**config.mk**
```make
export PLATFORM = sky130hd
export DESIGN_NAME = sep_front
export DESIGN_NICKNAME = d
export VERILOG_FILES = /design/src/hdl/sep_pkg.sv /design/src/hdl/sep_front.sv
export SDC_FILE = /design/constraint.sdc
export NUM_CORES = 1
export LEC_CHECK = 0
export BUFFER_PORTS_ARGS = -buffer_cell sky130_fd_sc_hd__buf_4
export CELL_PAD_IN_SITES_DETAIL_PLACEMENT = 0
export CELL_PAD_IN_SITES_GLOBAL_PLACEMENT = 2
export CORE_AREA = 2 2 60 62
export DETAILED_ROUTE_END_ITERATION = 16
export DIE_AREA = 0 0 62 64
export HOLD_SLACK_MARGIN = 0.08
export PLACE_DENSITY_LB_ADDON = 0.1
export SYNTH_ARGS = -nofsm -noshare
export SYNTH_HDL_FRONTEND = slang
export SYNTH_SLANG_ARGS = --single-unit
```
**constraint.sdc**
```tcl
create_clock -name clk -period 3.64 [get_ports clk]
set_clock_uncertainty 0.15 [all_clocks]
set_input_delay 0.182 -clock clk [delete_from_list [all_inputs] [get_ports clk]]
set_output_delay 0.182 -clock clk [all_outputs]
set_load 0.01 [all_outputs]
```
**src/hdl/sep_pkg.sv**
```systemverilog
// Shared types, constants and tables for the superellipse point generator.
// Depends on nothing; every other file imports it.
package sep_pkg;

  // Scalable formats
  localparam int ANGLE_BITS      = 16;
  localparam int COORD_FRAC_BITS = 4;

  // Fixed field widths
  localparam int PHASE_W = 16;
  localparam int T_W     = 14;
  localparam int Q_W     = 31;
  localparam int CX_W    = 11;
  localparam int AX_W    = 10;
  localparam int EXP_W   = 15;
  localparam int PT_W    = 17;
  localparam int IDX_W   = 3;
  localparam int RCP_W   = 32;
  localparam int DVS_W   = 7;
  localparam int SH_W    = 5;
  localparam int FRAC_W  = 16;

  localparam logic [Q_W-1:0] Q30_ONE     = 31'h4000_0000;
  localparam logic [Q_W-1:0] HALF_PI_Q30 = 31'd1686629713;
  localparam logic [29:0]    LN2_Q30     = 30'd744261118;
  localparam logic [63:0]    RCP_NUM     = 64'h8000_0000;

  // Pipeline depths
  localparam int HORNER_LAT = 3;
  localparam int TRIG_STEPS = 4;
  localparam int EXP_TERMS  = 12;
  localparam int LOG_STEPS  = 16;
  localparam int DIV_BITS   = 30;
  localparam int TRIG_LAT   = 2 + TRIG_STEPS * HORNER_LAT + 1;
  localparam int LANE_LAT   = 2 + LOG_STEPS + 1 + DIV_BITS + 1 + EXP_TERMS * HORNER_LAT + 3;

  // Angle alignment to 16 bits
  localparam int ANG_SH_R = (ANGLE_BITS >= 16) ? ANGLE_BITS - 16 : 0;
  localparam int ANG_SH_L = (ANGLE_BITS < 16) ? 16 - ANGLE_BITS : 0;

  // Output arithmetic
  localparam int TERM_W = 11 + COORD_FRAC_BITS;
  localparam int V_W    = (COORD_FRAC_BITS + 13 > 18) ? COORD_FRAC_BITS + 13 : 18;

  // Series divisors and their reciprocals floor(2^31 / d)
  localparam logic [DVS_W-1:0] COS_DIV [TRIG_STEPS] = '{7'd56, 7'd30, 7'd12, 7'd2};
  localparam logic [RCP_W-1:0] COS_RCP [TRIG_STEPS] = '{
    32'(RCP_NUM / 56), 32'(RCP_NUM / 30), 32'(RCP_NUM / 12), 32'(RCP_NUM / 2)};
  localparam logic [DVS_W-1:0] SIN_DIV [TRIG_STEPS] = '{7'd72, 7'd42, 7'd20, 7'd6};
  localparam logic [RCP_W-1:0] SIN_RCP [TRIG_STEPS] = '{
    32'(RCP_NUM / 72), 32'(RCP_NUM / 42), 32'(RCP_NUM / 20), 32'(RCP_NUM / 6)};
  localparam logic [DVS_W-1:0] EXP_DIV [EXP_TERMS] = '{
    7'd12, 7'd11, 7'd10, 7'd9, 7'd8, 7'd7, 7'd6, 7'd5, 7'd4, 7'd3, 7'd2, 7'd1};
  localparam logic [RCP_W-1:0] EXP_RCP [EXP_TERMS] = '{
    32'(RCP_NUM / 12), 32'(RCP_NUM / 11), 32'(RCP_NUM / 10), 32'(RCP_NUM / 9),
    32'(RCP_NUM / 8), 32'(RCP_NUM / 7), 32'(RCP_NUM / 6), 32'(RCP_NUM / 5),
    32'(RCP_NUM / 4), 32'(RCP_NUM / 3), 32'(RCP_NUM / 2), 32'(RCP_NUM / 1)};

  typedef enum logic [IDX_W-1:0] {
    REG_CENTER_X  = 3'd0,
    REG_CENTER_Y  = 3'd1,
    REG_AXIS_X    = 3'd2,
    REG_AXIS_Y    = 3'd3,
    REG_SHAPE_EXP = 3'd4
  } sep_reg_t;

  typedef struct packed {
    logic x_from_sin;
    logic x_neg;
    logic y_neg;
  } sep_tag_t;

  typedef struct packed {
    sep_tag_t       tag;
    logic [T_W-1:0] t;
  } sep_item_t;

  function automatic logic [15:0] angle16(input logic [PHASE_W-1:0] phase);
    return 16'((phase >> ANG_SH_R) << ANG_SH_L);
  endfunction

endpackage

```
**src/hdl/sep_front.sv**
```systemverilog
// Request front end: accepts a phase, folds it to one octant and tags quadrant signs.
// Depends on sep_pkg.
module sep_front (
  input  logic                       clk,
  input  logic                       rst,
  input  logic                       start,
  input  logic [15:0]                phase_turns,
  output logic                       busy,
  input  logic                       q_ready,
  output logic                       item_valid,
  output sep_pkg::sep_item_t         item
);
  import sep_pkg::*;

  logic [15:0]    a16;
  logic [1:0]     quad;
  logic [T_W-1:0] t_raw;
  logic           swap;
  sep_item_t      item_next;
  logic           accept;

  always_comb begin
    a16   = angle16(phase_turns);
    quad  = a16[15:14];
    t_raw = a16[T_W-1:0];
    swap  = t_raw > 14'd8192;
    item_next.t              = swap ? 14'(15'd16384 - {1'b0, t_raw}) : t_raw;
    item_next.tag.x_from_sin = swap ^ quad[0];
    item_next.tag.x_neg      = quad[1] ^ quad[0];
    item_next.tag.y_neg      = quad[1];
  end

  assign busy   = item_valid & ~q_ready;
  assign accept = start & ~busy;

  always_ff @(posedge clk) begin
    if (rst) begin
      item_valid <= 1'b0;
    end else if (accept) begin
      item_valid <= 1'b1;
    end else if (q_ready) begin
      item_valid <= 1'b0;
    end
  end

  // hold the payload until the queue takes it
  always_ff @(posedge clk) begin
    if (accept) begin
      item <= item_next;
    end
  end

endmodule

```
==> impl_metrics.csv <==
group,metric,value,unit
sta,fin_crit_sh,57.0,%
yosys,synth-edff-count,17,
clock_tree,cts_setup_buffers,0,
sta,finalHoldViolCount,0,
yosys,synth-main-ff-cell,"edfxtp_1",
routing,drt_iter0_markers,21,
sta,tns,0,ns
yosys,ys_warn_count,0,
job,maxCapViolCount,0,
sta,post-route-min-period,2.08,ns
setup_path,crit_path_start,"phase_turns[0]",
power,p_sw_share,24.4,%
power,combPwrFrac,22.6,%
power,p_int,342,uW
floorplanning,fp.dieH,64,um
global_route,grt_first_pass_wirelength,2950,um
placement,gp_congestion,0.724,
global_route,grt_pass1_vias,681,
routing,drc,0,
clock_tree,cts_tree,"built",
setup_path,worstSetupPathType,"in -> reg",
yosys,syn_area,886,sq um
setup_path,reg2reg_slack,2.22,ns
power,vdd_ir_drop_max,0.000185,V
yosys,syn_nets,89,
power,clkPwrFrac,22.3,%
setup_path,start_kind,"primary input",
yosys,ys_seq_area_share,59.9,%
yosys,synth_most_common_cell,"edfxtp_1",
yosys,ys_ff_latch,18,
clock_tree,cts-buffers-inserted,3,
power,power.density,322,nW/um^2
clock_tree,clk_path_buf_depth,2,
setup_path,worstPathRequired,3.53,ns
routing,wl_per_cell,11.1,um
floorplanning,rows,21,
global_route,grt_max_degree,18,
power,power,453,uW
power,p_leak,0.553,nW
setup_path,critPathArrivalTime,1.96,ns
routing,ant_nets,0,
yosys,synth_top_family_by_area,"simple AND/OR/NAND/NOR gates",
run_status,status,"complete, no violations",
yosys,syn_avg_cell_area,13.0,sq um
sta,fmax,482,MHz
floorplanning,die_x,62,um
yosys,synth_top_area_share,57.6,%
yosys,synth.area.mux_share,0,%
cells_and_area,drive_above_1_share,37.6,%
floorplanning,die_area,3970,sq um
yosys,synth-adder-area-share,1.41,%
yosys,synth-compound-area-share,12.0,%
clock_tree,clock-sinks,18,
setup_path,crit_fanout,8,
routing,vias,717,
routing,wirelength,1890,um
setup_path,cp-end-kind,"register",
setup_path,crit_path_end,"item[9]",
hold_path,min_from,"phase_turns[9]",
yosys,synth_cell_type_count,24,
power,p_sw,110,uW
yosys,yosys.area_share.simple,15.0,%
placement,dp_hpwl,1420,um
yosys,synthTopCellsByCount,"edfxtp_1 (17), xnor2_1 (6), a21oi_1 (5), nand2_1 (5), nor2_1 (5)",
placement,port_buffers,38,
yosys,netlist.top_cell.by_area,"edfxtp_1",
cells_and_area,antenna_cells,0,
floorplanning,design.core.area,3280,sq um
cells_and_area,areaGrowthSynthToFinish,58.9,%
cells_and_area,fin_nets,147,
clock_tree,cts_resized,0,
routing,firstDrtPassIters,5,
setup_path,r2r-end,"item_valid",
global_route,antenna_found_initial,0,
clock_tree,ctsHoldBuffers,15,
hold_path,hp-class,"in -> reg",
setup_path,ff2ff_path_depth,4,
yosys,yosys-top-cells-area,"edfxtp_1 (58%), xnor2_1 (5.9%), xor2_1 (4.0%)",
global_route,grt_overflow,0,
sta,worstMarginPinSlew,0.601,ns
sta,finalSetupViolations,0,
clock_tree,clockRootBuffer,"clkbuf_4",
clock_tree,ctsHtreeMaxLevel,1,
setup_path,r2r_start,"item_valid",
floorplanning,num_io_pins,39,
floorplanning,start_util,27.0,%
clock_tree,path_clk_slew,0.10,ns
global_route,track_usage,10.2,%
yosys,syn_inst,68,
sta,maxSlewHeadroom,59.6,%
power,p_seq_share,55.2,%
yosys,async_flop_share,0,%
routing,viasPerCell,4.19,
sta,maxSlewViolCount,0,
sta,rsz0062_at_grt,"no",
yosys,synth-xor-area-share,9.89,%
clock_tree,clk_latency,0.29,ns
-- cells by family after synthesis --
group	Yosys count
AO/OA/AOI/OAI	13
XOR/XNOR	10
flip-flops	18
AND/OR/NAND/NOR	22
adder cells (fa/ha/maj)	1
buffers and inverters	4
-- cell usage in the layout, fill, tap and decap left out, types with 2 or more instances in the layout --
master / Yosys / final
nor2b_1: 2 / 2
a31oi_1: 3 / 3
nand3_1: 2 / 2
dlygate4sd3_1: 0 / 15
clkbuf_4: 0 / 3
inv_1: 3 / 3
a21oi_1: 5 / 5
edfxtp_1: 17 / 17
xnor2_1: 6 / 6
nor2_1: 5 / 5
nand2_1: 5 / 5
o31ai_2: 2 / 2
buf_4: 0 / 39
nand3b_1: 2 / 2
xor2_1: 4 / 4
-- state kept, by name, summed over array words and instances, names as in the netlist --
name	count
item	17
item_valid	1
-- power by group through the flow --
stage,Clock [mW],Combinational [mW],Sequential [mW]
finish,0.101,0.102,0.250
global route,0.115,0.111,0.251
CTS,0.106,0.104,0.250
detailed placement,0,0.0906,0.255
global placement,0,0.0907,0.254
floorplan,0,0.0296,0.263
-- critical path: stages --
cell,delay (ns)
dlygate4sd3_1,0.54
buf_4,0.14
inv_1,0.05
ha_1,0.15
nor3b_2,0.37
a41oi_4,0.27
a21oi_1,0.20
a31oi_1,0.06
-- cell type report --
type	instances	area, sq um
repair buffers	54	443
fillers	329	1880
clock inverters	1	3.75
multi-input cells	46	339
clock buffers	3	22.5
inverters	3	11.3
well taps	46	57.6
flip-flops and latches	18	531
-- how the worst min path moves through the flow --
stage | endpoint | slack [ns] | depth (start not counted)
6_report | item[9] | 0.1 | 2
5_1_grt | item[9] | 0.09 | 2
4_1_cts | item[9] | 0.09 | 2
3_5_place_dp | item_valid | 0.20 | 2
3_3_place_gp | item_valid | 0.19 | 2
2_1_floorplan | item_valid | 0.10 | 1
-- stage by stage --
| step | util [%] | hold WS [ns] | area, sq um | worst slack, ns | std cells |
|---|---|---|---|---|---|
| after floorplan | - | 0.104 | 886 | 1.78 | 68 |
| after global placement | 37.5 | 0.190 | 1230 | 1.84 | 152 |
| after detailed placement | 37.5 | 0.197 | 1230 | 1.80 | 152 |
| after CTS | 42.9 | 0.0921 | 1410 | 1.56 | 171 |
| after global routing | 42.9 | 0.0894 | 1410 | 1.45 | 171 |
| final | 42.9 | 0.0997 | 1410 | 1.56 | 171 |
-- routing by layer --
layer  track usage [%]  share of wire (%)  up-vias
li1                  -                  -      363
met1              11.7                 41      328
met2              17.1                 53       24
met3              3.24                4.6        2
met4              3.99                1.4        0
met5                 0                  0        -
Note: power is estimated with default switching activity, not from simulation.
