## src/hdl/sep_pkg.sv

```systemverilog
// Shared types, constants and tables for the superellipse point generator.
// Depends on nothing; every other file imports it.
package sep_pkg;

  // Scalable formats
  localparam int ANGLE_BITS      = 16;
  localparam int COORD_FRAC_BITS = 4;

  // Fixed field widths
  localparam int PHASE_W = 16;
  localparam int T_W     = 14;
  localparam int Q_W     = 31;
  localparam int CX_W    = 11;
  localparam int AX_W    = 10;
  localparam int EXP_W   = 15;
  localparam int PT_W    = 17;
  localparam int IDX_W   = 3;
  localparam int RCP_W   = 32;
  localparam int DVS_W   = 7;
  localparam int SH_W    = 5;
  localparam int FRAC_W  = 16;

  localparam logic [Q_W-1:0] Q30_ONE     = 31'h4000_0000;
  localparam logic [Q_W-1:0] HALF_PI_Q30 = 31'd1686629713;
  localparam logic [29:0]    LN2_Q30     = 30'd744261118;
  localparam logic [63:0]    RCP_NUM     = 64'h8000_0000;

  // Pipeline depths
  localparam int HORNER_LAT = 3;
  localparam int TRIG_STEPS = 4;
  localparam int EXP_TERMS  = 12;
  localparam int LOG_STEPS  = 16;
  localparam int DIV_BITS   = 30;
  localparam int TRIG_LAT   = 2 + TRIG_STEPS * HORNER_LAT + 1;
  localparam int LANE_LAT   = 2 + LOG_STEPS + 1 + DIV_BITS + 1 + EXP_TERMS * HORNER_LAT + 3;

  // Angle alignment to 16 bits
  localparam int ANG_SH_R = (ANGLE_BITS >= 16) ? ANGLE_BITS - 16 : 0;
  localparam int ANG_SH_L = (ANGLE_BITS < 16) ? 16 - ANGLE_BITS : 0;

  // Output arithmetic
  localparam int TERM_W = 11 + COORD_FRAC_BITS;
  localparam int V_W    = (COORD_FRAC_BITS + 13 > 18) ? COORD_FRAC_BITS + 13 : 18;

  // Series divisors and their reciprocals floor(2^31 / d)
  localparam logic [DVS_W-1:0] COS_DIV [TRIG_STEPS] = '{7'd56, 7'd30, 7'd12, 7'd2};
  localparam logic [RCP_W-1:0] COS_RCP [TRIG_STEPS] = '{
    32'(RCP_NUM / 56), 32'(RCP_NUM / 30), 32'(RCP_NUM / 12), 32'(RCP_NUM / 2)};
  localparam logic [DVS_W-1:0] SIN_DIV [TRIG_STEPS] = '{7'd72, 7'd42, 7'd20, 7'd6};
  localparam logic [RCP_W-1:0] SIN_RCP [TRIG_STEPS] = '{
    32'(RCP_NUM / 72), 32'(RCP_NUM / 42), 32'(RCP_NUM / 20), 32'(RCP_NUM / 6)};
  localparam logic [DVS_W-1:0] EXP_DIV [EXP_TERMS] = '{
    7'd12, 7'd11, 7'd10, 7'd9, 7'd8, 7'd7, 7'd6, 7'd5, 7'd4, 7'd3, 7'd2, 7'd1};
  localparam logic [RCP_W-1:0] EXP_RCP [EXP_TERMS] = '{
    32'(RCP_NUM / 12), 32'(RCP_NUM / 11), 32'(RCP_NUM / 10), 32'(RCP_NUM / 9),
    32'(RCP_NUM / 8), 32'(RCP_NUM / 7), 32'(RCP_NUM / 6), 32'(RCP_NUM / 5),
    32'(RCP_NUM / 4), 32'(RCP_NUM / 3), 32'(RCP_NUM / 2), 32'(RCP_NUM / 1)};

  typedef enum logic [IDX_W-1:0] {
    REG_CENTER_X  = 3'd0,
    REG_CENTER_Y  = 3'd1,
    REG_AXIS_X    = 3'd2,
    REG_AXIS_Y    = 3'd3,
    REG_SHAPE_EXP = 3'd4
  } sep_reg_t;

  typedef struct packed {
    logic x_from_sin;
    logic x_neg;
    logic y_neg;
  } sep_tag_t;

  typedef struct packed {
    sep_tag_t       tag;
    logic [T_W-1:0] t;
  } sep_item_t;

  function automatic logic [15:0] angle16(input logic [PHASE_W-1:0] phase);
    return 16'((phase >> ANG_SH_R) << ANG_SH_L);
  endfunction

endpackage

```

## src/hdl/sep_queue.sv

```systemverilog
// Two-entry request queue between the front end and the arithmetic back end.
// Depends on sep_pkg.
module sep_queue (
  input  logic                clk,
  input  logic                rst,
  input  logic                in_valid,
  output logic                in_ready,
  input  sep_pkg::sep_item_t  in_item,
  output logic                out_valid,
  input  logic                out_ready,
  output sep_pkg::sep_item_t  out_item
);
  import sep_pkg::*;

  sep_item_t  mem [2];
  logic       wr_ptr;
  logic       rd_ptr;
  logic [1:0] count;
  logic       push;
  logic       pop;

  assign in_ready  = count != 2'd2;
  assign out_valid = count != 2'd0;
  assign out_item  = mem[rd_ptr];
  assign push      = in_valid & in_ready;
  assign pop       = out_valid & out_ready;

  always_ff @(posedge clk) begin
    if (rst) begin
      wr_ptr <= 1'b0;
      rd_ptr <= 1'b0;
      count  <= 2'd0;
    end else begin
      if (push) begin
        wr_ptr <= ~wr_ptr;
      end
      if (pop) begin
        rd_ptr <= ~rd_ptr;
      end
      case ({push, pop})
        2'b10:   count <= count + 2'd1;
        2'b01:   count <= count - 2'd1;
        default: count <= count;
      endcase
    end
  end

  always_ff @(posedge clk) begin
    if (push) begin
      mem[wr_ptr] <= in_item;
    end
  end

endmodule

```

## config.mk

```make
export PLATFORM = sky130hd
export DESIGN_NAME = sep_queue
export DESIGN_NICKNAME = d
export VERILOG_FILES = /design/src/hdl/sep_pkg.sv /design/src/hdl/sep_queue.sv
export SDC_FILE = /design/constraint.sdc
export NUM_CORES = 1
export LEC_CHECK = 0
export ABC_AREA = 1
export CAP_MARGIN = 0
export CORE_ASPECT_RATIO = 1.75
export CORE_MARGIN = 8
export CORE_UTILIZATION = 60
export CTS_CLUSTER_DIAMETER = 100
export DETAILED_ROUTE_END_ITERATION = 8
export DONT_BUFFER_PORTS = 1
export PLACE_DENSITY = 0.76
export SLEW_MARGIN = 20
export SYNTH_ARGS = -nofsm -noshare
export SYNTH_HDL_FRONTEND = slang
export SYNTH_SLANG_ARGS = --single-unit
```

## constraint.sdc

```tcl
create_clock -name clk -period 2.3 [get_ports clk]
set_clock_uncertainty 0.15 [all_clocks]
set_input_delay 0.23 -clock clk [delete_from_list [all_inputs] [get_ports clk]]
set_output_delay 0.23 -clock clk [all_outputs]
set_load 0.1 [all_outputs]
```

==> results of run 1 <==
-- registers in the layout, summed over array words and instances (netlist names), named ones only --
| register | cells |
|---|---|
| count | 2 |
| mem | 34 |
| rd_ptr | 1 |
| wr_ptr | 1 |
-- worst register-to-register path, cell delays in order, from the launching register on --
cell and delay, ns:
dfxtp_1 0.37, inv_2 0.08, nand2_2 0.07, buf_4 0.29, a21oi_1 0.10, nor2_1 0.11
dlygate4sd3_1 0.54
-- power by group through the flow --
stage	logic, mW	clock network, mW	registers, mW
after detailed placement	1.05	0	0.924
after floorplan	0.858	0	0.905
after global placement	1.03	0	0.917
final	1.09	0.428	0.909
after CTS	1.09	0.440	0.909
after global routing	1.12	0.461	0.918
-- cells in the final DEF (no fill, tap or decap) --
| cell | netlist | layout |
|---|---|---|
| dlygate4sd3_1 | 0 | 20 |
| buf_4 | 0 | 4 |
| nand4_1 | 1 | 1 |
| nand2_2 | 1 | 1 |
| o21ai_0 | 3 | 3 |
| ha_1 | 1 | 1 |
| edfxtp_1 | 34 | 34 |
| clkbuf_1 | 0 | 2 |
| a21oi_1 | 2 | 2 |
| dfxtp_1 | 5 | 5 |
| mux2_2 | 7 | 7 |
| clkbuf_8 | 0 | 5 |
| inv_1 | 7 | 7 |
| clkinv_2 | 0 | 1 |
| mux2_4 | 10 | 10 |
| nor2_1 | 10 | 10 |
| nand2_1 | 7 | 7 |
| inv_2 | 1 | 1 |
| buf_12 | 1 | 9 |
-- routing by layer --
| metal | part of all wire, % | track usage [%] |
|---|---|---|
| met1 | 32 | 12.4 |
| met2 | 59 | 27.7 |
| met3 | 6.7 | 5.91 |
| met4 | 2.2 | 6.93 |
| met5 | 0 | 0 |
-- worst paths after layout --
| kind | start | to | slack [ns] | depth (start not counted) |
|---|---|---|---|---|
| worst max-delay path | register | out_item[8] | 0.33 | 3 |
| worst min register to register | rd_ptr | rd_ptr | 0.37 | 2 |
| worst max register to register | count[0] | wr_ptr | 0.52 | 6 |
| worst min-delay path | out_ready | rd_ptr | 0.09 | 3 |
-- per-stage QoR --
step | setup WS [ns] | power, mW
4_1_cts | 0.295 | 2.44
5_1_grt | 0.267 | 2.50
2_1_floorplan | -0.00922 | 1.76
3_3_place_gp | 0.657 | 1.95
6_report | 0.326 | 2.43
3_5_place_dp | 0.614 | 1.98
-- synthesized netlist by cell type --
cell type   n  area share (%)
a21oi_1     2            0.66
buf_12      1             1.3
buf_6       1            0.74
dfxtp_1     5             6.6
edfxtp_1   34              67
ha_1        1            0.82
inv_1       7             1.7
inv_2       1            0.25
mux2_2      7             5.2
mux2_4     10             9.8
nand2_1     7             1.7
nand2_2     1            0.41
nand4_1     1            0.41
nor2_1     10             2.5
o21ai_0     3            0.98
-- cell families (layout without fill, tap and decap cells) --
family	after synthesis	in the layout
AO/OA/AOI/OAI	5	5
adder cells (fa/ha/maj)	1	1
buffers and inverters	10	49
flip-flops	39	39
multiplexers	17	17
AND/OR/NAND/NOR	19	19
-- cell type report --
| class | instances | area, um^2 |
|---|---|---|
| sequential | 39 | 1120 |
| fill | 127 | 444 |
| timing repair buffer | 33 | 410 |
| multi-input combinational | 42 | 343 |
| clock buffer | 7 | 76.3 |
| tap | 26 | 32.5 |
| inverter | 8 | 30.0 |
| clock inverter | 1 | 5.00 |
==> impl_metrics.prom, run 1 <==
# TYPE chip_impl_metric gauge
chip_impl_metric{name="cts_htree_levels",unit=""} 2
chip_impl_metric{name="cp.arrival",unit="ns"} 1.59
chip_impl_metric{name="post_synth_xor_area_fraction",unit="%"} 0
chip_impl_metric{name="period_needed",unit="ns"} 1.97
chip_impl_metric{name="synth_cells",unit=""} 91
chip_impl_metric{name="max-clock-path-buffers",unit=""} 2
chip_impl_metric{name="routed_wire_length_per_instance",unit="um"} 19.2
chip_impl_info{name="cts.root.buffer_cell",value="clkbuf_8"} 1
chip_impl_metric{name="detailroute.via_count",unit=""} 848
chip_impl_metric{name="groute.usage.overall",unit="%"} 14.7
chip_impl_metric{name="avgViaCountPerCell",unit=""} 5.44
chip_impl_metric{name="hold_bufs_at_cts",unit=""} 20
chip_impl_metric{name="die_width",unit="um"} 54.1
chip_impl_metric{name="crit_fanout",unit=""} 7
chip_impl_metric{name="final_layout_size_suffix_gt1_share",unit="%"} 29.2
chip_impl_metric{name="critPathMaxStageDelay",unit="ns"} 0.50
chip_impl_metric{name="p_per_area",unit="nW/um^2"} 1200
chip_impl_metric{name="finalWeightedCongestion",unit=""} 0.654
chip_impl_info{name="setup.worst_path.class",value="reg2out"} 1
chip_impl_metric{name="power.switching_fraction",unit="%"} 42.9
chip_impl_metric{name="antenna_found_initial",unit=""} 0
chip_impl_metric{name="final_util",unit="%"} 82.0
chip_impl_metric{name="insertion_delay",unit="ns"} 0.29
chip_impl_metric{name="clock_sink_count",unit=""} 39
chip_impl_metric{name="share_clk_of_total_power",unit="%"} 17.6
chip_impl_metric{name="postSynthRegisterBits",unit=""} 39
chip_impl_metric{name="grt_pass1_vias",unit=""} 978
chip_impl_info{name="min_path_type",value="in2reg"} 1
chip_impl_metric{name="synth.cell_area",unit="um^2"} 1530
chip_impl_metric{name="worst_slew_margin_rel",unit="%"} 79.4
chip_impl_metric{name="final_min_period_over_clock_period",unit="%"} 85.8
chip_impl_metric{name="placement.cell_area",unit="um^2"} 1740
chip_impl_metric{name="rows",unit=""} 24
chip_impl_metric{name="cellInternalPower",unit="mW"} 1.38
chip_impl_metric{name="post_cts_resize_count",unit=""} 0
chip_impl_metric{name="final.hold.worst_slack",unit="ns"} 0.0947
chip_impl_metric{name="clk_pin_slew_worst_paths",unit="ns"} 0.07
chip_impl_metric{name="floorplan.initialDensity",unit="%"} 61.9
chip_impl_info{name="crit_chain",value="buf_4 -> mux2_2 -> buf_12"} 1
chip_impl_metric{name="grt_residual_overflow",unit=""} 0
chip_impl_metric{name="vdd.ir_drop.worst",unit="mV"} 0.920
chip_impl_metric{name="p_switching",unit="mW"} 1.04
chip_impl_metric{name="setup-tns-final",unit="ns"} 0
chip_impl_metric{name="final_design_area_no_fill",unit="um^2"} 2020
chip_impl_info{name="tritoncts",value="built"} 1
chip_impl_metric{name="final_cell_count_no_fill",unit=""} 156
chip_impl_metric{name="synth_fp_nets",unit=""} 113
chip_impl_info{name="start_kind",value="register"} 1
chip_impl_metric{name="synth-warning-count",unit=""} 0
chip_impl_metric{name="port_buffers",unit=""} 0
chip_impl_metric{name="grt_start_max_net_pins",unit=""} 18
chip_impl_metric{name="max-cap-violations",unit=""} 0
chip_impl_metric{name="drt_iter0_drc",unit=""} 15
chip_impl_metric{name="setup_viol",unit=""} 0
chip_impl_metric{name="post_synth_adder_cell_area",unit="%"} 0.820
chip_impl_metric{name="critical_path_buf_inv_count",unit=""} 2
chip_impl_metric{name="post_synth.cell_area_avg",unit="um^2"} 16.8
chip_impl_info{name="status",value="finished clean"} 1
chip_impl_metric{name="timing.final.max_slew_violations",unit=""} 0
chip_impl_metric{name="chipHeight",unit="um"} 82.7
chip_impl_metric{name="cts_buffers",unit=""} 5
chip_impl_metric{name="synth_simple_gate_area_share",unit="%"} 5.00
chip_impl_metric{name="drt_pre_antenna_iters",unit=""} 4
chip_impl_info{name="synth_top_family_by_area",value="multiplexers"} 1
chip_impl_metric{name="report.final.hold_viol_count",unit=""} 0
chip_impl_metric{name="worst-endpoint-required",unit="ns"} 1.92
chip_impl_metric{name="p_leak",unit="nW"} 0.774
chip_impl_metric{name="grt_pass1_wl",unit="um"} 4550
chip_impl_metric{name="totalWireLength",unit="um"} 3000
chip_impl_metric{name="ios",unit=""} 40
chip_impl_metric{name="core_area",unit="um^2"} 2460
chip_impl_metric{name="place.detailed.hpwl",unit="um"} 2010
chip_impl_metric{name="seq_power_share",unit="%"} 37.5
chip_impl_info{name="rsz0062_at_grt",value="false"} 1
chip_impl_metric{name="postRouteAntennaNets",unit=""} 0
chip_impl_metric{name="worstMarginPinSlew",unit="ns"} 0.309
chip_impl_metric{name="design.die.area",unit="um^2"} 4470
chip_impl_metric{name="diodes",unit=""} 0
chip_impl_metric{name="ys_seq_area_share",unit="%"} 73.5
chip_impl_info{name="crit_slowest_cell",value="dfxtp_1"} 1
chip_impl_metric{name="max_freq",unit="MHz"} 507
chip_impl_metric{name="area_delta_synth_final",unit="%"} 32.3
chip_impl_info{name="critical_path.top_delay_family",value="flip-flops"} 1
chip_impl_metric{name="route.detailed.drc",unit=""} 0
chip_impl_metric{name="finish.net_count",unit=""} 151
chip_impl_metric{name="placed_cells_incl_taps",unit=""} 128
chip_impl_metric{name="synth_compound_gate_area_share",unit="%"} 1.64
chip_impl_metric{name="synthMuxAreaShare",unit="%"} 15.0
chip_impl_metric{name="cts_setup_buffers",unit=""} 0
chip_impl_metric{name="pwr-share-comb",unit="%"} 44.9
chip_impl_metric{name="ys_types",unit=""} 15
chip_impl_info{name="worst_setup_path_end_kind",value="output port"} 1
Note: power is estimated with default switching activity, not from simulation.
==> inputs of run 2 (changes only) <==
Settings changed: CTS_CLUSTER_DIAMETER 100 to 50, REMOVE_ABC_BUFFERS set to 1.
==> run 2 against run 1 <==
- combinational power fell by 7%
- maximum frequency rose by 4.1%
- die area stayed put
- power shrank 4.2%
- critical path type unchanged
- utilization shrank 4.4 points
- wire length is 1.7% lower
- sequential power decreased by 1%
- setup slack better by 0.077 ns
- global-route usage rose by 0.38 points
==> impl_metrics.prom, run 2 (same netlist as run 1, synthesis figures left out) <==
# TYPE chip_impl_metric gauge
chip_impl_metric{name="clk_pin_slew_worst_paths",unit="ns"} 0.06
chip_impl_info{name="start_kind",value="register"} 1
chip_impl_metric{name="cts_buffers",unit=""} 5
chip_impl_metric{name="grt_residual_overflow",unit=""} 0
chip_impl_metric{name="placed_cells_incl_taps",unit=""} 127
chip_impl_info{name="final_cell_mix",value="edfxtp_1 (34), dlygate4sd3_1 (20), buf_4 (11)"} 1
chip_impl_metric{name="postRouteAntennaNets",unit=""} 0
chip_impl_info{name="min_path_type",value="in2reg"} 1
chip_impl_metric{name="n_fill_cell",unit=""} 147
chip_impl_info{name="cts.root.buffer_cell",value="clkbuf_8"} 1
chip_impl_metric{name="final_util",unit="%"} 77.5
chip_impl_metric{name="avgViaCountPerCell",unit=""} 5.63
chip_impl_metric{name="cp.arrival",unit="ns"} 1.52
chip_impl_info{name="crit_chain",value="buf_4 -> mux2_2 -> buf_4"} 1
chip_impl_metric{name="report.final.hold_viol_count",unit=""} 0
chip_impl_metric{name="worst-endpoint-required",unit="ns"} 1.92
chip_impl_metric{name="core_area",unit="um^2"} 2460
chip_impl_metric{name="worst_slew_margin_rel",unit="%"} 80.1
chip_impl_metric{name="finish.net_count",unit=""} 150
chip_impl_metric{name="final-seq-area",unit="um^2"} 1120
chip_impl_metric{name="clock_sink_count",unit=""} 39
chip_impl_metric{name="insertion_delay",unit="ns"} 0.28
chip_impl_info{name="status",value="finished clean"} 1
chip_impl_metric{name="drt_pre_antenna_iters",unit=""} 4
chip_impl_metric{name="final_min_period_over_clock_period",unit="%"} 82.5
chip_impl_metric{name="die_width",unit="um"} 54.1
chip_impl_metric{name="port_buffers",unit=""} 0
chip_impl_metric{name="max_freq",unit="MHz"} 527
chip_impl_info{name="layout_commonest_cell",value="edfxtp_1"} 1
chip_impl_metric{name="grt_start_max_net_pins",unit=""} 18
chip_impl_metric{name="timing.final.max_slew_violations",unit=""} 0
chip_impl_metric{name="drt_iter0_drc",unit=""} 35
chip_impl_metric{name="finalWeightedCongestion",unit=""} 0.682
chip_impl_metric{name="crit_fanout",unit=""} 16
chip_impl_metric{name="final_cell_count_no_fill",unit=""} 155
chip_impl_metric{name="place.detailed.hpwl",unit="um"} 2020
chip_impl_metric{name="setup_viol",unit=""} 0
chip_impl_info{name="worst_setup_path_end_kind",value="output port"} 1
chip_impl_info{name="rsz0062_at_grt",value="false"} 1
chip_impl_metric{name="worstMarginPinSlew",unit="ns"} 0.299
chip_impl_metric{name="totalWireLength",unit="um"} 2950
chip_impl_metric{name="ios",unit=""} 40
chip_impl_info{name="setup.worst_path.class",value="reg2out"} 1
chip_impl_metric{name="chipHeight",unit="um"} 82.7
chip_impl_info{name="crit-reg2reg-launch",value="count[0]"} 1
chip_impl_info{name="largest-register",value="mem"} 1
chip_impl_metric{name="rows",unit=""} 24
chip_impl_metric{name="vdd.ir_drop.worst",unit="mV"} 0.912
chip_impl_metric{name="route.detailed.drc",unit=""} 0
chip_impl_metric{name="design.die.area",unit="um^2"} 4470
chip_impl_metric{name="cts_htree_levels",unit=""} 2
chip_impl_metric{name="grt_pass1_wl",unit="um"} 4620
chip_impl_metric{name="p_per_area",unit="nW/um^2"} 1220
chip_impl_metric{name="floorplan.initialDensity",unit="%"} 61.9
chip_impl_metric{name="max-cap-violations",unit=""} 0
chip_impl_metric{name="final_layout_size_suffix_gt1_share",unit="%"} 27.9
chip_impl_metric{name="p_leak",unit="nW"} 0.732
chip_impl_info{name="tritoncts",value="built"} 1
chip_impl_metric{name="grt_pass1_vias",unit=""} 975
chip_impl_metric{name="diodes",unit=""} 0
chip_impl_metric{name="period_needed",unit="ns"} 1.90
chip_impl_metric{name="area_delta_synth_final",unit="%"} 25.2
chip_impl_metric{name="antenna_found_initial",unit=""} 0
chip_impl_metric{name="max-clock-path-buffers",unit=""} 2
chip_impl_metric{name="multiInputGateArea",unit="um^2"} 343
chip_impl_metric{name="critPathMaxStageDelay",unit="ns"} 0.38
chip_impl_info{name="min_from",value="out_ready"} 1
chip_impl_metric{name="routed_wire_length_per_instance",unit="um"} 19.0
chip_impl_info{name="crit_slowest_cell",value="mux2_2"} 1
chip_impl_metric{name="groute.usage.overall",unit="%"} 15.1
chip_impl_info{name="path_common_cell",value="buf_4"} 1
chip_impl_metric{name="detailroute.via_count",unit=""} 873
chip_impl_metric{name="number_of_flip_flops_under_the_largest_register_name",unit=""} 34
chip_impl_info{name="regs_by_ff_count",value="mem: 34 flops, count: 2 flops"} 1
run 2: per-layer routing:
layer  part of all wire, %  vias up  GRT usage (%)
li1                      -      396              -
met1                    33      420           13.1
met2                    56       45           26.3
met3                   8.5       12           7.17
met4                   3.4        0           9.16
met5                     0        -              0
run 2: what timing repair did:
action / CTS / global route
setup buffers: 0 / 0
hold buffers: 20 / 0
resized for setup: 0 / 0
hold endpoints to repair: 36 / 0
run 2: final cells by class:
class	count	share of cell area, %
sequential	39	58.7
multi-input combinational	42	18.0
timing repair buffer	32	15.9
clock buffer	6	3.80
tap	26	1.70
inverter	8	1.57
clock inverter	2	0.393
run 2: final timing paths:
kind | to | slack (ns) | depth (start not counted)
max | out_item[14] | 0.40 | 3
min reg2reg | rd_ptr | 0.38 | 2
max reg2reg | wr_ptr | 0.54 | 6
min | rd_ptr | 0.07 | 3
run 2: critical path, delay by kind of cell, from the launching register on:
family   cells  cell delay [ns]
buf+inv      2             0.51
mux          1             0.38
flops        1             0.34
run 2: report_power, final:
group	leakage, nW	switching [mW]	internal [mW]
Combinational	0.332	0.779	0.229
Sequential	0.359	0.0339	0.866
Clock	0.0403	0.208	0.206
run 2: through the flow:
step           setup TNS (ns)  cell area [um^2]  hold WS [ns]  total power [mW]  setup slack [ns]
3_3_place_gp                0              1630         0.179              1.85             0.734
2_1_floorplan          -0.313              1490         0.179              1.74          -0.00922
4_1_cts                     0              1910        0.0672              2.33             0.387
3_5_place_dp                0              1630         0.179              1.89             0.698
5_1_grt                     0              1910        0.0947              2.41             0.348
6_report                    0              1910        0.0746              2.32             0.403
==> inputs of run 3 (changes only) <==
Settings changed: CORE_UTILIZATION 60 to 54, PLACE_DENSITY 0.76 to 0.72.
Clock period 2.3 ns to 1.7 ns, I/O delays scaled along.
==> run 3 against run 2 <==
- combinational power grew 73%
- wire length grew 6.9%
- highest routed layer unchanged
- critical path type unchanged
- count of clock-buffer cells in the layout grew 1
==> impl_metrics.prom, run 3 (same netlist as run 1, synthesis figures left out) <==
# TYPE chip_impl_metric gauge
chip_impl_info{name="status",value="finished clean"} 1
chip_impl_metric{name="drt_iter0_drc",unit=""} 25
chip_impl_metric{name="max-cap-violations",unit=""} 0
chip_impl_metric{name="groute.usage.overall",unit="%"} 12.8
chip_impl_metric{name="max_freq",unit="MHz"} 599
chip_impl_metric{name="grt_pass1_wl",unit="um"} 4820
chip_impl_metric{name="p_per_area",unit="nW/um^2"} 1570
chip_impl_metric{name="area_delta_synth_final",unit="%"} 48.4
chip_impl_metric{name="clk_pin_slew_worst_paths",unit="ns"} 0.07
chip_impl_metric{name="pwr-share-comb",unit="%"} 49.2
chip_impl_metric{name="cp.arrival",unit="ns"} 1.35
chip_impl_metric{name="grt_residual_overflow",unit=""} 0
chip_impl_metric{name="timing.final.max_slew_violations",unit=""} 0
chip_impl_metric{name="share_clk_of_total_power",unit="%"} 16.2
chip_impl_metric{name="cts_buffers",unit=""} 5
chip_impl_metric{name="final_layout_size_suffix_gt1_share",unit="%"} 36.7
chip_impl_metric{name="postRouteAntennaNets",unit=""} 0
chip_impl_info{name="rsz0062_at_grt",value="true"} 1
chip_impl_metric{name="multiInputGateArea",unit="um^2"} 359
chip_impl_info{name="layout_commonest_cell",value="edfxtp_1"} 1
chip_impl_info{name="start_kind",value="register"} 1
chip_impl_metric{name="power.switching_fraction",unit="%"} 41.0
chip_impl_metric{name="p_leak",unit="nW"} 0.876
chip_impl_metric{name="insertion_delay",unit="ns"} 0.28
chip_impl_metric{name="grt_start_max_net_pins",unit=""} 18
chip_impl_info{name="largest-register",value="mem"} 1
chip_impl_metric{name="place.detailed.hpwl",unit="um"} 2110
chip_impl_metric{name="final_cell_count_no_fill",unit=""} 166
chip_impl_metric{name="final_design_area_no_fill",unit="um^2"} 2260
chip_impl_metric{name="cellInternalPower",unit="mW"} 2.10
chip_impl_metric{name="worst-endpoint-required",unit="ns"} 1.38
chip_impl_metric{name="die_width",unit="um"} 56.2
chip_impl_info{name="crit_slowest_cell",value="dfxtp_4"} 1
chip_impl_metric{name="port_buffers",unit=""} 0
chip_impl_info{name="setup.worst_path.class",value="reg2out"} 1
chip_impl_metric{name="period_needed",unit="ns"} 1.67
chip_impl_metric{name="worstMarginPinSlew",unit="ns"} 0.294
chip_impl_info{name="final_cell_mix",value="edfxtp_1 (34), buf_12 (20), dlygate4sd3_1 (19)"} 1
chip_impl_metric{name="seq_power_share",unit="%"} 34.6
chip_impl_metric{name="critPathMaxStageDelay",unit="ns"} 0.39
chip_impl_metric{name="route.detailed.drc",unit=""} 0
chip_impl_metric{name="design.die.area",unit="um^2"} 4850
chip_impl_info{name="regs_by_ff_count",value="mem: 34 flops, count: 2 flops"} 1
chip_impl_metric{name="critical_path_buf_inv_count",unit=""} 2
chip_impl_metric{name="finalWeightedCongestion",unit=""} 0.677
chip_impl_metric{name="finish.net_count",unit=""} 160
chip_impl_metric{name="number_of_flip_flops_under_the_largest_register_name",unit=""} 34
chip_impl_metric{name="placed_cells_incl_taps",unit=""} 138
chip_impl_metric{name="clock_sink_count",unit=""} 39
chip_impl_metric{name="grt_pass1_vias",unit=""} 963
chip_impl_info{name="cts.root.buffer_cell",value="clkbuf_8"} 1
chip_impl_metric{name="avgViaCountPerCell",unit=""} 5.46
chip_impl_metric{name="vdd.ir_drop.worst",unit="mV"} 1.28
chip_impl_info{name="worst_setup_path_end_kind",value="output port"} 1
chip_impl_info{name="path_common_cell",value="buf_12"} 1
chip_impl_info{name="min_path_type",value="in2reg"} 1
chip_impl_metric{name="routed_wire_length_per_instance",unit="um"} 19.0
chip_impl_metric{name="cts_htree_levels",unit=""} 2
chip_impl_metric{name="final-seq-area",unit="um^2"} 1130
chip_impl_metric{name="rows",unit=""} 25
chip_impl_metric{name="core_area",unit="um^2"} 2690
chip_impl_metric{name="totalWireLength",unit="um"} 3150
chip_impl_metric{name="worst_slew_margin_rel",unit="%"} 80.4
chip_impl_info{name="crit_chain",value="buf_12 -> mux2_2 -> buf_12"} 1
chip_impl_metric{name="report.final.hold_viol_count",unit=""} 0
chip_impl_metric{name="ios",unit=""} 40
chip_impl_metric{name="detailroute.via_count",unit=""} 907
chip_impl_metric{name="final_util",unit="%"} 84.1
chip_impl_metric{name="crit_fanout",unit=""} 8
chip_impl_info{name="critical_path.top_delay_family",value="flip-flops"} 1
chip_impl_metric{name="p_switching",unit="mW"} 1.46
chip_impl_metric{name="max-clock-path-buffers",unit=""} 2
chip_impl_metric{name="final_min_period_over_clock_period",unit="%"} 98.1
chip_impl_metric{name="n_fill_cell",unit=""} 119
chip_impl_metric{name="chipHeight",unit="um"} 86.3
chip_impl_metric{name="floorplan.initialDensity",unit="%"} 56.7
chip_impl_metric{name="placement.cell_area",unit="um^2"} 1940
chip_impl_metric{name="diodes",unit=""} 0
chip_impl_metric{name="drt_pre_antenna_iters",unit=""} 4
chip_impl_metric{name="antenna_found_initial",unit=""} 0
chip_impl_info{name="tritoncts",value="built"} 1
chip_impl_metric{name="setup_viol",unit=""} 0
==> run 3: changes by cell type in the layout (fill, tap and decap cells not counted), moves of 2 or more <==
cell      before  now
clkinv_1       2    0
dfxtp_1        5    3
buf_4         11    2
buf_12         1   20
==> run 3: layout make-up <==
cell class / instances / share of cell area, %
timing repair buffer: 42 / 28.0
multi-input combinational: 42 / 15.9
clock buffer: 7 / 3.37
sequential: 39 / 49.8
tap: 27 / 1.49
clock inverter: 1 / 0.221
inverter: 8 / 1.33
==> run 3: final timing paths <==
| check | from | endpoint | slack, ns | cells after the start |
|---|---|---|---|---|
| worst max-delay path | register | out_item[16] | 0.03 | 3 |
| worst min-delay path | out_ready | register | 0.08 | 3 |
| worst max register to register | count[0] | count[1] | 0.06 | 10 |
| worst min register to register | rd_ptr | register | 0.37 | 2 |
==> run 3: routing by layer <==
metal,part of all wire [%],vias up,global-route usage [%]
met5,0,-,0
met4,2.0,0,5.93
met3,6.0,5,5.71
met2,56,35,23.3
met1,36,446,11.7
li1,-,421,-
==> run 3: worst reg2reg max path, stage by stage, from the launching register on <==
cell and delay, ns:
dfxtp_1 0.36, inv_2 0.08, nand2_1 0.10, nand2_1 0.10
inv_1 0.15, ha_4 0.22, inv_1 0.07, nand2_1 0.06
nor2_1 0.10, nor2_1 0.05, nor2_1 0.12
==> run 3: power groups by stage <==
stage	logic (mW)	registers (mW)	clock network, mW
final	1.75	1.23	0.578
after floorplan	1.10	1.25	0
after detailed placement	1.67	1.24	0
after CTS	1.74	1.23	0.591
after global placement	1.63	1.23	0
after global routing	1.81	1.24	0.625
==> run 3: repair_timing <==
item	CTS	global route
hold buffers	19	0
endpoints found under the setup margin	6	7
gates resized for setup	3	3
endpoints found under the hold margin	39	0
pin swaps	0	1
setup buffers	0	0
cloned	1	0
==> run 3: stage by stage <==
step / setup WS, ns / hold WS, ns / TNS (ns) / power [mW]
finish: 0.0316 / 0.0833 / 0 / 3.56
global route: -0.0116 / 0.115 / -0.0386 / 3.67
CTS: 0.00568 / 0.0450 / 0 / 3.56
detailed placement: 0.0774 / 0.119 / 0 / 2.91
global placement: 0.276 / 0.119 / 0 / 2.86
floorplan: -0.609 / 0.119 / -21.58 / 2.35
